[config.mk]
export PLATFORM = sky130hd
export DESIGN_NAME = jet_front
export DESIGN_NICKNAME = d
export VERILOG_FILES = /design/src/hw/rtl/assert_macros.svh /design/src/hw/rtl/jet_pkg.sv /design/src/hw/rtl/jet_front.sv
export SDC_FILE = /design/constraint.sdc
export NUM_CORES = 1
export LEC_CHECK = 0
export BUFFER_PORTS_ARGS = -buffer_cell sky130_fd_sc_hd__buf_4
export CAP_MARGIN = 30
export CORE_ASPECT_RATIO = 0.7
export CORE_MARGIN = 4
export CORE_UTILIZATION = 35
export DETAILED_ROUTE_END_ITERATION = 6
export GPL_TIMING_DRIVEN = 0
export PLACE_DENSITY = 0.52
export SKIP_CTS_REPAIR_TIMING = 1
export SLEW_MARGIN = 15
export SYNTH_ARGS = -nofsm -noshare
export SYNTH_HDL_FRONTEND = slang
export SYNTH_SLANG_ARGS = --single-unit
[constraint.sdc]
create_clock -name aclk -period 16.4 [get_ports aclk]
set_input_delay 3.28 -clock aclk [delete_from_list [all_inputs] [get_ports aclk]]
set_output_delay 3.28 -clock aclk [all_outputs]
set_load 0.02 [all_outputs]
[src/hw/rtl/assert_macros.svh]
// assertion macros for the julia escape time pixel block
// expects aclk and aresetn in the scope of use
`ifndef ASSERT_MACROS_SVH
`define ASSERT_MACROS_SVH

// same cycle implication
`define ASSERT_IMPL(label, ante, cons) \
    label: assert property (@(posedge aclk) disable iff (!aresetn) (ante) |-> (cons)) \
        else $error("assertion failed");

// next cycle implication
`define ASSERT_NEXT(label, ante, cons) \
    label: assert property (@(posedge aclk) disable iff (!aresetn) (ante) |=> (cons)) \
        else $error("assertion failed");

`endif

[src/hw/rtl/jet_pkg.sv]
// shared types, constants and color rom builders for the julia escape time block
// no dependencies
`default_nettype none
package jet_pkg;

    localparam int STEP_LIMIT = 300;
    localparam int FRAC_BITS  = 26;
    localparam int Q_W        = 32;
    localparam int LEFT_W     = $clog2(STEP_LIMIT + 1);
    localparam int UQ         = 30;
    localparam int NUM_W      = 40;
    localparam int DIM_W      = 13;
    localparam int PIX_W      = 12;
    localparam int TINT_W     = 16;
    localparam int CFG_W      = 16;
    localparam int CNT_W      = $clog2(NUM_W);

    localparam logic [NUM_W-1:0] KQ_Y_SPAN =
        NUM_W'(((64'd18 << FRAC_BITS) + 64'd5) / 64'd10);
    localparam logic [NUM_W-1:0] KQ_X_SPAN =
        NUM_W'(((64'd32 << FRAC_BITS) + 64'd5) / 64'd10);
    localparam logic [Q_W-1:0] KQ_Y_OFS = Q_W'(((64'd9 << FRAC_BITS) + 64'd5) / 64'd10);
    localparam logic [Q_W-1:0] KQ_X_OFS = Q_W'(((64'd16 << FRAC_BITS) + 64'd5) / 64'd10);
    localparam logic signed [63:0] KQ_CRE = 64'(((64'd79 << FRAC_BITS) + 64'd50) / 64'd100);
    localparam logic signed [63:0] KQ_CIM = 64'(((64'd15 << FRAC_BITS) + 64'd50) / 64'd100);
    localparam logic signed [63:0] FOUR_Q = 64'(64'd4 << FRAC_BITS);

    localparam logic [1:0] CFG_WIDTH  = 2'd0;
    localparam logic [1:0] CFG_HEIGHT = 2'd1;
    localparam logic [1:0] CFG_TINT   = 2'd2;

    localparam int ROM_P3  = 0;
    localparam int ROM_P16 = 1;
    localparam int ROM_P03 = 2;

    typedef struct packed {
        logic             valid;
        logic [1:0]       index;
        logic [CFG_W-1:0] data;
    } cfg_wr_t;

    typedef struct packed {
        logic                  status;
        logic signed [Q_W-1:0] re;
        logic signed [Q_W-1:0] im;
    } work_t;

    typedef enum logic [1:0] {F_IDLE, F_DIVY, F_DIVX, F_PUSH} front_state_t;
    typedef enum logic [2:0] {B_IDLE, B_ITER, B_MUL, B_COL, B_OUT} back_state_t;

    typedef logic [UQ-1:0] rom_t [0:STEP_LIMIT];

    function automatic longint unsigned umul(input longint unsigned a,
                                             input longint unsigned b);
        return (a * b) >> UQ;
    endfunction

    function automatic longint unsigned upow(input longint unsigned t, input int k);
        longint unsigned r;
        r = longint'(1) << UQ;
        for (int i = 0; i < k; i++) begin
            r = umul(r, t);
        end
        return r;
    endfunction

    function automatic longint unsigned uroot(input longint unsigned v, input int k);
        longint unsigned lo;
        longint unsigned hi;
        longint unsigned mid;
        lo = 0;
        hi = longint'(1) << UQ;
        while (lo < hi) begin
            mid = lo + (hi - lo + 1) / 2;
            if (upow(mid, k) <= v) begin
                lo = mid;
            end else begin
                hi = mid - 1;
            end
        end
        return lo;
    endfunction

    function automatic rom_t build_rom(input int sel);
        rom_t            rom;
        longint unsigned c;
        longint unsigned p3;
        longint unsigned val;
        for (int l = 0; l <= STEP_LIMIT; l++) begin
            c  = (longint'(l) << UQ) / STEP_LIMIT;
            p3 = upow(c, 3);
            case (sel)
                ROM_P3:  val = p3;
                ROM_P16: val = umul(c, uroot(p3, 5));
                default: val = uroot(p3, 10);
            endcase
            rom[l] = UQ'(val);
        end
        return rom;
    endfunction

endpackage
`default_nettype wire

[src/hw/rtl/jet_front.sv]
// front end: range check and coordinate mapping with a shared restoring divider
// depends on jet_pkg
`default_nettype none
module jet_front (
    input  wire logic                   aclk,
    input  wire logic                   aresetn,
    input  wire jet_pkg::cfg_wr_t       cfg,
    input  wire logic                   s_valid,
    output logic                        s_ready,
    input  wire logic [jet_pkg::PIX_W-1:0] s_pixel_x,
    input  wire logic [jet_pkg::PIX_W-1:0] s_pixel_y,
    output logic                        q_push,
    input  wire logic                   q_ready,
    output jet_pkg::work_t              q_data
);
    import jet_pkg::*;

    front_state_t     state_reg, state_next;
    logic [DIM_W-1:0] width_reg, height_reg;
    logic [PIX_W-1:0] px_reg;
    logic [NUM_W-1:0] num_reg, num_next;
    logic [DIM_W-1:0] rem_reg, rem_next;
    logic [CNT_W-1:0] cnt_reg;
    work_t            item_reg;
    logic [DIM_W-1:0] divisor;
    logic [DIM_W:0]   trial;
    logic             ge;
    logic             accept, outside, last_step;

    assign accept    = s_valid && s_ready;
    assign outside   = ({1'b0, s_pixel_x} >= width_reg) || ({1'b0, s_pixel_y} >= height_reg);
    assign last_step = (cnt_reg == CNT_W'(NUM_W - 1));
    assign divisor   = (state_reg == F_DIVY) ? height_reg : width_reg;

    // one quotient bit per cycle
    always_comb begin
        trial    = {rem_reg, num_reg[NUM_W-1]};
        ge       = trial >= {1'b0, divisor};
        rem_next = ge ? DIM_W'(trial - {1'b0, divisor}) : DIM_W'(trial);
        num_next = {num_reg[NUM_W-2:0], ge};
    end

    always_comb begin
        state_next = state_reg;
        case (state_reg)
            F_IDLE: if (accept) state_next = outside ? F_PUSH : F_DIVY;
            F_DIVY: if (last_step) state_next = F_DIVX;
            F_DIVX: if (last_step) state_next = F_PUSH;
            F_PUSH: if (q_ready) state_next = F_IDLE;
            default: state_next = F_IDLE;
        endcase
    end

    always_comb begin
        s_ready = (state_reg == F_IDLE);
        q_push  = (state_reg == F_PUSH) && q_ready;
        q_data  = item_reg;
    end

    always_ff @(posedge aclk) begin
        if (!aresetn) begin
            state_reg  <= F_IDLE;
            width_reg  <= DIM_W'(640);
            height_reg <= DIM_W'(320);
        end else begin
            state_reg <= state_next;
            if (cfg.valid && cfg.index == CFG_WIDTH) width_reg <= cfg.data[DIM_W-1:0];
            if (cfg.valid && cfg.index == CFG_HEIGHT) height_reg <= cfg.data[DIM_W-1:0];
        end
    end

    always_ff @(posedge aclk) begin
        case (state_reg)
            F_IDLE: begin
                px_reg          <= s_pixel_x;
                num_reg         <= KQ_Y_SPAN * NUM_W'(s_pixel_y);
                rem_reg         <= '0;
                cnt_reg         <= '0;
                item_reg.status <= outside;
                item_reg.re     <= '0;
                item_reg.im     <= '0;
            end
            F_DIVY: begin
                if (last_step) begin
                    item_reg.re <= num_next[Q_W-1:0] - KQ_Y_OFS;
                    num_reg     <= KQ_X_SPAN * NUM_W'(px_reg);
                    rem_reg     <= '0;
                    cnt_reg     <= '0;
                end else begin
                    num_reg <= num_next;
                    rem_reg <= rem_next;
                    cnt_reg <= cnt_reg + 1'b1;
                end
            end
            F_DIVX: begin
                if (last_step) begin
                    item_reg.im <= num_next[Q_W-1:0] - KQ_X_OFS;
                end else begin
                    num_reg <= num_next;
                    rem_reg <= rem_next;
                    cnt_reg <= cnt_reg + 1'b1;
                end
            end
            default: begin
            end
        endcase
    end

endmodule
`default_nettype wire

==> metrics <==
Die H 185 um; Synth Area in Simple Gates 0.107; Cell Area, Synth about 16000 um^2; min cycle time layout 8700 ps; Post-Synthesis Cells roughly 1600; Unique masters post-synth around 70; via count roughly 12000; initial cell density of the core 0.356; Crit. Startpoint s_pixel_y[9]; Pins Over Slew Limit 0; post-synth top area cell edfxtp_1; area post-placement 17300 um^2; critical path class input pin to flip-flop; Max-slew headroom 0.390; status completed; clock skew roughly 22 ps; wire per inst about 18 um; clk_lat worst skew between 400 and 500 ps; IO buf count 109; syn_area_per_cell between 9 and 10 um^2; multiplexer share of the synthesized area 0.0175; vias in the first global route about 11000; most frequent cell after synthesis inv_1; Post-Route WL 43000 um; CTS tree built; synthesized net count around 2000; Util after Layout 0.407; H-tree Lvls 4; # setup viols final 0; first-pass GRT wire length around 66000 um; largest net degree at the start of global routing 33; Synth area leaders edfxtp_1 (26%), ha_1 (17%), fa_1 (13%), inv_1 (5.8%), dfxtp_1 (3.6%); Post-synth top cells inv_1 (242), ha_1 (207), edfxtp_1 (136), nand2_1 (113), fa_1 (98); Total Routing Usage GR 0.177; R2R Path Start px_reg[4]$_DFFE_PP_; vias per inst a little over 5; HPWL after DPL between 30000 and 40000 um; register area between 4000 and 5000 um^2; fraction of registers with async set/reset 0; Area Overhead vs Synth 14.3%; Tightest Pin Transition roughly 900 ps; Compound-Gate Fraction of Synth Area 0.154; CP startpoint kind input pin; Nets 2081; min-delay src height_reg[4]$_SDFFE_PN0P_; CTS clock-pin slew for the worst setup and hold paths ~70 ps; ys flop type edfxtp_1; Critical Path AT approximately 9000 ps; Fin. Hold Viols 0; die area roughly 48000 um^2; Detailed Routing Iterations Pass 1 6; setup TNS 0 ps; post-route cell area about 18000 um^2; period utilisation layout 0.531; xor and xnor area share after synthesis 0.0599; clk buf depth 2; global route total overflow 0; RSZ-0062 raised after global routing no; max reg flops between 60 and 70; largest family of logic cells by synthesized area adder cells; core region area ~44000 um^2; number of antenna violations at the first check in global routing 0; Yosys reg bits between 150 and 200; GRT Max-Usage Layer met1; Max-Cap Viols 0; antenna-violating nets left 0; multi-input logic area a little under 10000 um^2; maximum clock rate between 0.1 and 0.15 GHz; flop2flop setup slack ~10000 ps; residual DRC count 0; Die W 261 um; number of flops mapped to enable cells by yosys between 100 and 150; Seq/Total Area, Yosys 0.297; met2 Use GR 0.254; Root Driver clkbuf_16; Rows 64; Setup crit end kind flip-flop; crit path max fanout 6; share of cells above drive strength 1 0.0993; drt initial violations around 660; met3 Use GR 0.0388; Worst Path Required around 17000 ps; hold slack just under 500 ps; CTS sink count around 160; min-delay worst type flip-flop to flip-flop; adder-cell share of the synthesized area 0.291; Placer Congestion 0.890; Ys Warns 0; Yosys top cell area share 0.261; IO Count ~110; met1 global-route usage 0.278; # fillers 4361; Num CTS Buffers 17
[area by class of cell]
| class | instances | share of cell area |
|---|---|---|
| multi-input cells | 1129 | 0.551 |
| flip-flops and latches | 164 | 0.260 |
| inverters | 242 | 0.0508 |
| repair buffers | 112 | 0.0499 |
| well taps | 594 | 0.0416 |
| clock buffers | 17 | 0.0238 |
| plain buffers | 63 | 0.0143 |
| clock inverters | 15 | 0.00867 |
| diodes | 1 | 0.000140 |
[critical path, cell delays in order]
cell and delay [ps]:
buf_4 160, ha_1 350, ha_1 340, inv_1 70, fa_1 660, inv_1 100, fa_1 570, fa_1 430
ha_1 370, a2111oi_0 430, o21ai_0 250, a41oi_1 560, a211oi_1 170, o21ai_0 410, o2bb2ai_1 250, a211oi_1 120
o21ai_0 190, o211ai_1 130
[cell usage in the layout, fill, tap and decap left out, types with 44 or more instances in the layout]
master      n
xor2_1     44
a21oi_1    78
and2_1     51
buf_4     109
nor2_1     72
o21ai_0    59
edfxtp_1  136
inv_1     242
ha_1      207
xnor2_1    63
nand2_1   113
fa_1       98
clkbuf_1   47
[worst paths after layout]
path                                 to  depth (start not counted)
max reg2reg       num_reg[39]$_DFFE_PP_                         19
min          height_reg[4]$_SDFFE_PN0P_                          2
min reg2reg  height_reg[4]$_SDFFE_PN0P_                          2
max               num_reg[37]$_DFFE_PP_                         18
[stage by stage]
step / setup WS, ps / instances
3_5_place_dp: 7260 / 2304
5_1_grt: 7360 / 2336
6_report: 7700 / 2337
4_1_cts: 7730 / 2336
2_1_floorplan: 8310 / 1598
3_3_place_gp: 7260 / 2301
[routing by layer]
| metal | vias up | routed length (um) | part of all wire |
|---|---|---|---|
| li1 | 5774 | - | - |
| met1 | 5691 | 22500 | 0.52 |
| met2 | 293 | 17400 | 0.40 |
| met3 | 19 | 2770 | 0.064 |
| met4 | 0 | 297 | 0.0069 |
| met5 | - | 0 | 0 |
[logic make-up (layout without fill, tap and decap cells)]
| logic type | count (synthesis) | after routing |
|---|---|---|
| buffers and inverters | 305 | 449 |
| other | 0 | 1 |
| AND/OR/NAND/NOR | 343 | 343 |
| AO/OA/AOI/OAI | 347 | 347 |
| flip-flops | 164 | 164 |
| adder cells (fa/ha/maj) | 305 | 305 |
| multiplexers | 27 | 27 |
| XOR/XNOR | 107 | 107 |
Power is not shown: default switching activity piles up to over one toggle a cycle in this logic, so the estimate is an artifact.
