File: config.mk
export PLATFORM = sky130hd
export DESIGN_NAME = jet_queue
export DESIGN_NICKNAME = d
export VERILOG_FILES = /design/src/hw/rtl/assert_macros.svh /design/src/hw/rtl/jet_pkg.sv /design/src/hw/rtl/jet_queue.sv
export SDC_FILE = /design/constraint.sdc
export NUM_CORES = 1
export LEC_CHECK = 0
export ABC_AREA = 1
export BUFFER_PORTS_ARGS = -buffer_cell sky130_fd_sc_hd__buf_2
export CORE_MARGIN = 4
export CORE_UTILIZATION = 30
export CTS_BUF_LIST = sky130_fd_sc_hd__clkbuf_4 sky130_fd_sc_hd__clkbuf_8 sky130_fd_sc_hd__clkbuf_16
export DETAILED_ROUTE_END_ITERATION = 8
export PLACE_DENSITY_LB_ADDON = 0.12
export SYNTH_ARGS = -nofsm -noshare
export SYNTH_HDL_FRONTEND = slang
export SYNTH_SLANG_ARGS = --single-unit
File: constraint.sdc
create_clock -name aclk -period 4.4 [get_ports aclk]
set_input_delay 0.66 -clock aclk [delete_from_list [all_inputs] [get_ports aclk]]
set_output_delay 0.66 -clock aclk [all_outputs]
set_load 0.005 [all_outputs]
File: src/hw/rtl/assert_macros.svh
// assertion macros for the julia escape time pixel block
// expects aclk and aresetn in the scope of use
`ifndef ASSERT_MACROS_SVH
`define ASSERT_MACROS_SVH

// same cycle implication
`define ASSERT_IMPL(label, ante, cons) \
    label: assert property (@(posedge aclk) disable iff (!aresetn) (ante) |-> (cons)) \
        else $error("assertion failed");

// next cycle implication
`define ASSERT_NEXT(label, ante, cons) \
    label: assert property (@(posedge aclk) disable iff (!aresetn) (ante) |=> (cons)) \
        else $error("assertion failed");

`endif

File: src/hw/rtl/jet_pkg.sv
// shared types, constants and color rom builders for the julia escape time block
// no dependencies
`default_nettype none
package jet_pkg;

    localparam int STEP_LIMIT = 300;
    localparam int FRAC_BITS  = 26;
    localparam int Q_W        = 32;
    localparam int LEFT_W     = $clog2(STEP_LIMIT + 1);
    localparam int UQ         = 30;
    localparam int NUM_W      = 40;
    localparam int DIM_W      = 13;
    localparam int PIX_W      = 12;
    localparam int TINT_W     = 16;
    localparam int CFG_W      = 16;
    localparam int CNT_W      = $clog2(NUM_W);

    localparam logic [NUM_W-1:0] KQ_Y_SPAN =
        NUM_W'(((64'd18 << FRAC_BITS) + 64'd5) / 64'd10);
    localparam logic [NUM_W-1:0] KQ_X_SPAN =
        NUM_W'(((64'd32 << FRAC_BITS) + 64'd5) / 64'd10);
    localparam logic [Q_W-1:0] KQ_Y_OFS = Q_W'(((64'd9 << FRAC_BITS) + 64'd5) / 64'd10);
    localparam logic [Q_W-1:0] KQ_X_OFS = Q_W'(((64'd16 << FRAC_BITS) + 64'd5) / 64'd10);
    localparam logic signed [63:0] KQ_CRE = 64'(((64'd79 << FRAC_BITS) + 64'd50) / 64'd100);
    localparam logic signed [63:0] KQ_CIM = 64'(((64'd15 << FRAC_BITS) + 64'd50) / 64'd100);
    localparam logic signed [63:0] FOUR_Q = 64'(64'd4 << FRAC_BITS);

    localparam logic [1:0] CFG_WIDTH  = 2'd0;
    localparam logic [1:0] CFG_HEIGHT = 2'd1;
    localparam logic [1:0] CFG_TINT   = 2'd2;

    localparam int ROM_P3  = 0;
    localparam int ROM_P16 = 1;
    localparam int ROM_P03 = 2;

    typedef struct packed {
        logic             valid;
        logic [1:0]       index;
        logic [CFG_W-1:0] data;
    } cfg_wr_t;

    typedef struct packed {
        logic                  status;
        logic signed [Q_W-1:0] re;
        logic signed [Q_W-1:0] im;
    } work_t;

    typedef enum logic [1:0] {F_IDLE, F_DIVY, F_DIVX, F_PUSH} front_state_t;
    typedef enum logic [2:0] {B_IDLE, B_ITER, B_MUL, B_COL, B_OUT} back_state_t;

    typedef logic [UQ-1:0] rom_t [0:STEP_LIMIT];

    function automatic longint unsigned umul(input longint unsigned a,
                                             input longint unsigned b);
        return (a * b) >> UQ;
    endfunction

    function automatic longint unsigned upow(input longint unsigned t, input int k);
        longint unsigned r;
        r = longint'(1) << UQ;
        for (int i = 0; i < k; i++) begin
            r = umul(r, t);
        end
        return r;
    endfunction

    function automatic longint unsigned uroot(input longint unsigned v, input int k);
        longint unsigned lo;
        longint unsigned hi;
        longint unsigned mid;
        lo = 0;
        hi = longint'(1) << UQ;
        while (lo < hi) begin
            mid = lo + (hi - lo + 1) / 2;
            if (upow(mid, k) <= v) begin
                lo = mid;
            end else begin
                hi = mid - 1;
            end
        end
        return lo;
    endfunction

    function automatic rom_t build_rom(input int sel);
        rom_t            rom;
        longint unsigned c;
        longint unsigned p3;
        longint unsigned val;
        for (int l = 0; l <= STEP_LIMIT; l++) begin
            c  = (longint'(l) << UQ) / STEP_LIMIT;
            p3 = upow(c, 3);
            case (sel)
                ROM_P3:  val = p3;
                ROM_P16: val = umul(c, uroot(p3, 5));
                default: val = uroot(p3, 10);
            endcase
            rom[l] = UQ'(val);
        end
        return rom;
    endfunction

endpackage
`default_nettype wire

File: src/hw/rtl/jet_queue.sv
// two entry queue between front and back
// depends on jet_pkg
`default_nettype none
module jet_queue (
    input  wire logic           aclk,
    input  wire logic           aresetn,
    input  wire logic           push,
    input  wire jet_pkg::work_t wdata,
    output logic                ready,
    input  wire logic           pop,
    output logic                valid,
    output jet_pkg::work_t      rdata
);
    import jet_pkg::*;

    work_t      mem [0:1];
    logic       wr_ptr_reg, rd_ptr_reg;
    logic [1:0] count_reg;

    assign ready = (count_reg != 2'd2);
    assign valid = (count_reg != 2'd0);
    assign rdata = mem[rd_ptr_reg];

    always_ff @(posedge aclk) begin
        if (push) mem[wr_ptr_reg] <= wdata;
    end

    always_ff @(posedge aclk) begin
        if (!aresetn) begin
            wr_ptr_reg <= 1'b0;
            rd_ptr_reg <= 1'b0;
            count_reg  <= 2'd0;
        end else begin
            if (push) wr_ptr_reg <= ~wr_ptr_reg;
            if (pop) rd_ptr_reg <= ~rd_ptr_reg;
            case ({push, pop})
                2'b10:   count_reg <= count_reg + 2'd1;
                2'b01:   count_reg <= count_reg - 2'd1;
                default: count_reg <= count_reg;
            endcase
        end
    end

endmodule
`default_nettype wire

==> results.sh, run 1 <==
export IMPL_outcome="complete, no violations"
export IMPL_postCtsSetupBuffers=0
export IMPL_r2r_slack_ns=2.52
export IMPL_core_mm2=0.0166
export IMPL_clock_sinks=135
export IMPL_drive_above_1_share=0.600
export IMPL_die_width_um=139
export IMPL_maxCapViolations=0
export IMPL_grt_pass1_wl_mm=14.9
export IMPL_grt_total_usage=0.102
export IMPL_first_global_vias=2836
export IMPL_place_ws_ns=1.82
export IMPL_worst_ir_drop_vdd_mv=0.232
export IMPL_r2r_cells=3
export IMPL_finalSetupViolCount=0
export IMPL_first_iter_violations=124
export IMPL_htree_levels=4
export IMPL_initial_utilization=0.308
export IMPL_timing_final_hold_violations=0
export IMPL_vias=2568
export IMPL_insertion_delay_ns=0.41
export IMPL_drt_pass1_iter_count=4
export IMPL_hp_class="in2reg"
export IMPL_slew_violations=0
export IMPL_globalplace_congestion=0.686
export IMPL_cts_buffers=17
export IMPL_wl_per_cell_um=15.6
export IMPL_fmax_ghz=0.342
export IMPL_relSlewSlack=0.348
export IMPL_postRouteAntennaNets=0
export IMPL_fin_skew_ns=0.00609
export IMPL_required_ns=3.74
export IMPL_r2r_start="wr_ptr_reg$_SDFFE_PN0P_"
export IMPL_nets=457
export IMPL_cts_tree="done"
export IMPL_cts_resized=0
export IMPL_power_density_mw_per_mm2=492
export IMPL_fill_cells=1534
export IMPL_cts_root_buf="clkbuf_16"
export IMPL_num_io_pins=136
export IMPL_std_cell_rows=47
export IMPL_clk_pin_slew_ns=0.06
export IMPL_antenna_found_initial=0
export IMPL_synthDistinctLibCells=14
export IMPL_start_kind="register"
export IMPL_path_class="reg2out"
export IMPL_wl_mm=9.72
export IMPL_syn_inst=236
export IMPL_syn_to_final_growth_pct=30.6
export IMPL_p_leak_nw=2.64
export IMPL_rsz0062_at_grt="no"
export IMPL_synth_fp_nets=306
export IMPL_setup_tns_ns=0
export IMPL_overflow=0
export IMPL_viasPerCell=4.14
export IMPL_worst_slew_pin_slew_ns=0.976
export IMPL_fin_crit_ns=2.93
export IMPL_arrival_ns=2.27
export IMPL_fin_ws_ns=1.47
export IMPL_fin_crit_sh=0.665
export IMPL_ys_seq_area_frac=0.782
export IMPL_worst_setup_path_endpoint="rdata[33]"
export IMPL_hold_buffers=0
export IMPL_ys_ff_latch=135
export IMPL_path_max_fanout=51
export IMPL_end_kind="primary output"
export IMPL_synth_area_mm2=0.00512
export IMPL_syn_area_per_cell_um2=21.7
export IMPL_port_buffers=135
export IMPL_hpwl_mm=6.34
export IMPL_dieArea_mm2=0.0192
export IMPL_largest_reg_flops=130
export IMPL_grt_max_degree=52
export IMPL_yosys_warnings=0
export IMPL_r2r_end="mem[1][38]$_DFFE_PP_"
export IMPL_cts_buffer_depth=2
export IMPL_whs_path_depth=1
export IMPL_fp_dieH_um=139
export IMPL_drc=0
cells by family (layout without fill, tap and decap cells):
logic type               after synthesis  count (layout)  share of synthesized area
multiplexers                          65              65                      0.180
adder cells (fa/ha/maj)                1               1                    0.00244
other                                  0               1                          0
flip-flops                           135             135                      0.782
AO/OA/AOI/OAI                          2               2                    0.00195
buffers and inverters                 12             176                     0.0178
AND/OR/NAND/NOR                       21              21                     0.0164
stage by stage:
stage	total power [W]	cells	instance area (um^2)	utilization	hold slack, ns
2_1_floorplan	0.00169	236	5120	-	0.463
6_report	0.00329	621	6690	0.402	0.436
3_5_place_dp	0.00181	588	6040	0.363	0.497
4_1_cts	0.00334	620	6680	0.402	0.413
5_1_grt	0.00342	620	6680	0.402	0.417
3_3_place_gp	0.00180	588	6040	0.363	0.478
critical path, stage by stage, from the launching register on:
cell and delay, ns:
dfxtp_4 0.95, buf_4 0.44, mux2_4 0.33, buf_2 0.13
report_power, final:
part	internal [W]	total [W]	switching [W]
Combinational	0.000143	0.000249	0.000106
Sequential	0.00149	0.00152	0.0000354
Clock	0.00102	0.00152	0.000499
metal layers:
layer	track usage	vias to the layer above	routed length, um
met1	0.125	1235	4280
li1	-	1222	-
met4	0.0433	0	127
met3	0.0455	9	784
met5	0	-	0
met2	0.158	102	4530
area by class of cell:
class / count / area, um^2 / area share
sequential: 135 / 4010 / 0.599
multi-input combinational: 89 / 1030 / 0.155
timing repair buffer: 139 / 706 / 0.106
clock buffer: 24 / 497 / 0.0743
tap: 220 / 275 / 0.0412
clock inverter: 8 / 145 / 0.0217
inverter: 5 / 20.0 / 0.00299
antenna: 1 / 2.50 / 0.000374
layout by cell type (no fill, tap or decap), types with 9 or more instances in the layout:
| cell | Yosys | layout |
|---|---|---|
| buf_2 | 1 | 135 |
| nand2_1 | 9 | 9 |
| mux2_4 | 50 | 50 |
| clkbuf_16 | 0 | 17 |
| mux2_2 | 15 | 15 |
| edfxtp_1 | 130 | 130 |
| nor2_1 | 10 | 9 |
worst min path at each step:
stage | slack, ns | start | end
2_1_floorplan | 0.46 | rd_ptr_reg$_SDFFE_PN0P_ | register
3_3_place_gp | 0.48 | rd_ptr_reg$_SDFFE_PN0P_ | rd_ptr_reg$_SDFFE_PN0P_
3_5_place_dp | 0.50 | rd_ptr_reg$_SDFFE_PN0P_ | register
4_1_cts | 0.41 | wdata[50] | mem[1][50]$_DFFE_PP_
5_1_grt | 0.42 | wdata[23] | mem[0][23]$_DFFE_PP_
6_report | 0.44 | wdata[50] | mem[1][50]$_DFFE_PP_
synthesized netlist by cell type (all sizes together):
| master | number | area [um^2] |
|---|---|---|
| o21ai | 1 | 5.00 |
| ha | 1 | 12.5 |
| nand2 | 9 | 33.8 |
| buf | 7 | 72.6 |
| inv | 5 | 18.8 |
| dfxtp | 5 | 100 |
| or2 | 1 | 6.26 |
| mux2 | 65 | 920 |
| nor2 | 10 | 37.5 |
| nand4 | 1 | 6.26 |
| a21oi | 1 | 5.00 |
| edfxtp | 130 | 3900 |
No activity file was read; power rests on OpenSTA's default activity.
==> inputs of run 2 (changes only) <==
clock period = 2.7 ns   (was 4.4 ns; I/O delays follow)
==> results.sh, run 2 (synthesis gave the netlist of run 1 again) <==
export IMPL_port_buffers=135
export IMPL_setup_tns_ns=0
export IMPL_relSlewSlack=0.678
export IMPL_slew_violations=0
export IMPL_worst_slew_pin_slew_ns=0.483
export IMPL_vias=2569
export IMPL_overflow=0
export IMPL_drt_pass1_iter_count=4
export IMPL_insertion_delay_ns=0.41
export IMPL_nets=459
export IMPL_cts_buffer_depth=2
export IMPL_fin_crit_sh=0.816
export IMPL_initial_utilization=0.308
export IMPL_r2r_start="wr_ptr_reg$_SDFFE_PN0P_"
export IMPL_timing_hold_ws_ns=0.181
export IMPL_path_max_fanout=27
export IMPL_globalplace_congestion=0.651
export IMPL_num_io_pins=136
export IMPL_fin_ws_ns=0.497
export IMPL_crit_buf_inv=2
export IMPL_hp_start="wdata[35]"
export IMPL_outcome="complete, no violations"
export IMPL_final_cell_mix="135 x buf_2, 130 x edfxtp_1, 50 x mux2_4"
export IMPL_p_leak_nw=2.64
export IMPL_power_density_mw_per_mm2=776
export IMPL_first_iter_violations=152
export IMPL_required_ns=2.30
export IMPL_hp_class="in2reg"
export IMPL_wl_per_cell_um=15.5
export IMPL_hold_buffers=0
export IMPL_finish_utilization=0.401
export IMPL_r2r_slack_ns=1.35
export IMPL_wl_mm=9.62
export IMPL_die_width_um=139
export IMPL_core_mm2=0.0166
export IMPL_place_ws_ns=0.895
export IMPL_path_class="reg2out"
export IMPL_cts_resized=0
export IMPL_grt_total_usage=0.101
export IMPL_layout_commonest_cell="buf_2"
export IMPL_cts_buffers=17
export IMPL_hpwl_mm=6.28
export IMPL_cts_tree="done"
export IMPL_fin_crit_ns=2.20
export IMPL_power_total_w=0.00518
export IMPL_cts_root_buf="clkbuf_16"
export IMPL_viasPerCell=4.13
export IMPL_fp_dieH_um=139
export IMPL_largest_reg_flops=130
export IMPL_first_global_vias=2686
export IMPL_drive_above_1_share=0.595
export IMPL_drc=0
export IMPL_finalSetupViolCount=0
export IMPL_maxCapViolations=0
export IMPL_crit_family="flip-flops"
export IMPL_dieArea_mm2=0.0192
export IMPL_fmax_ghz=0.454
export IMPL_grt_max_degree=35
export IMPL_path_cells="buf_12 -> mux2_2 -> buf_2"
export IMPL_fin_skew_ns=0.00445
export IMPL_postRouteAntennaNets=0
export IMPL_rsz0062_at_grt="no"
export IMPL_timing_final_hold_violations=0
export IMPL_clock_sinks=135
export IMPL_grt_pass1_wl_mm=14.7
export IMPL_htree_levels=4
export IMPL_start_kind="register"
export IMPL_clk_pin_slew_ns=0.06
export IMPL_std_cell_rows=47
export IMPL_slowest_delay_ns=0.58
export IMPL_syn_to_final_growth_pct=30.3
export IMPL_diodes=0
export IMPL_slowest_stage="dfxtp_4"
export IMPL_end_kind="primary output"
export IMPL_arrival_ns=1.80
export IMPL_worst_ir_drop_vdd_mv=0.367
export IMPL_postCtsSetupBuffers=0
export IMPL_antenna_found_initial=1
run 2: changes by cell type in the layout (fill, tap and decap cells not counted), moves of 2 or more:
cell / delta
clkinv_1: +3
clkinv_4: +4
clkbuf_4: -3
buf_12: +2
clkbuf_8: -3
run 2: final timing paths:
check                    endpoint  cells past startpoint
max                     rdata[54]                      3
min          mem[1][35]$_DFFE_PP_                      1
max reg2reg  mem[1][41]$_DFFE_PP_                      3
min reg2reg              register                      2
run 2: worst reg2reg max path: cells and delay by family, from the launching register on:
kind | cells | cell delay [ns]
buf+inv | 2 | 0.45
simple gates | 1 | 0.10
flops | 1 | 0.39
run 2: power breakdown:
part / total, W / leakage, nW / switching [W] / internal (W)
clock network: 0.00229 / 0.290 / 0.000835 / 0.00145
registers: 0.00246 / 1.26 / 0.0000387 / 0.00242
logic: 0.000429 / 1.09 / 0.000190 / 0.000239
total: 0.00518 / 2.64 / 0.00106 / 0.00411
run 2: cell type report:
cell class | count | area (um^2)
fillers | 1548 | 9970
flip-flops and latches | 135 | 4010
multi-input cells | 89 | 1030
repair buffers | 141 | 746
clock buffers | 18 | 433
well taps | 220 | 275
clock inverters | 14 | 159
inverters | 5 | 18.8
run 2: routing by layer:
layer | vias up | routed length (um) | global-route usage
li1 | 1228 | - | -
met4 | 2 | 210 | 0.0525
met3 | 19 | 661 | 0.0452
met2 | 83 | 4830 | 0.165
met5 | - | 12 | 0
met1 | 1237 | 3900 | 0.110
run 2: stage by stage:
stage,instances,instance area [um^2]
floorplan,236,5120
global placement,590,6080
detailed placement,590,6080
CTS,622,6670
global route,622,6670
finish,622,6670
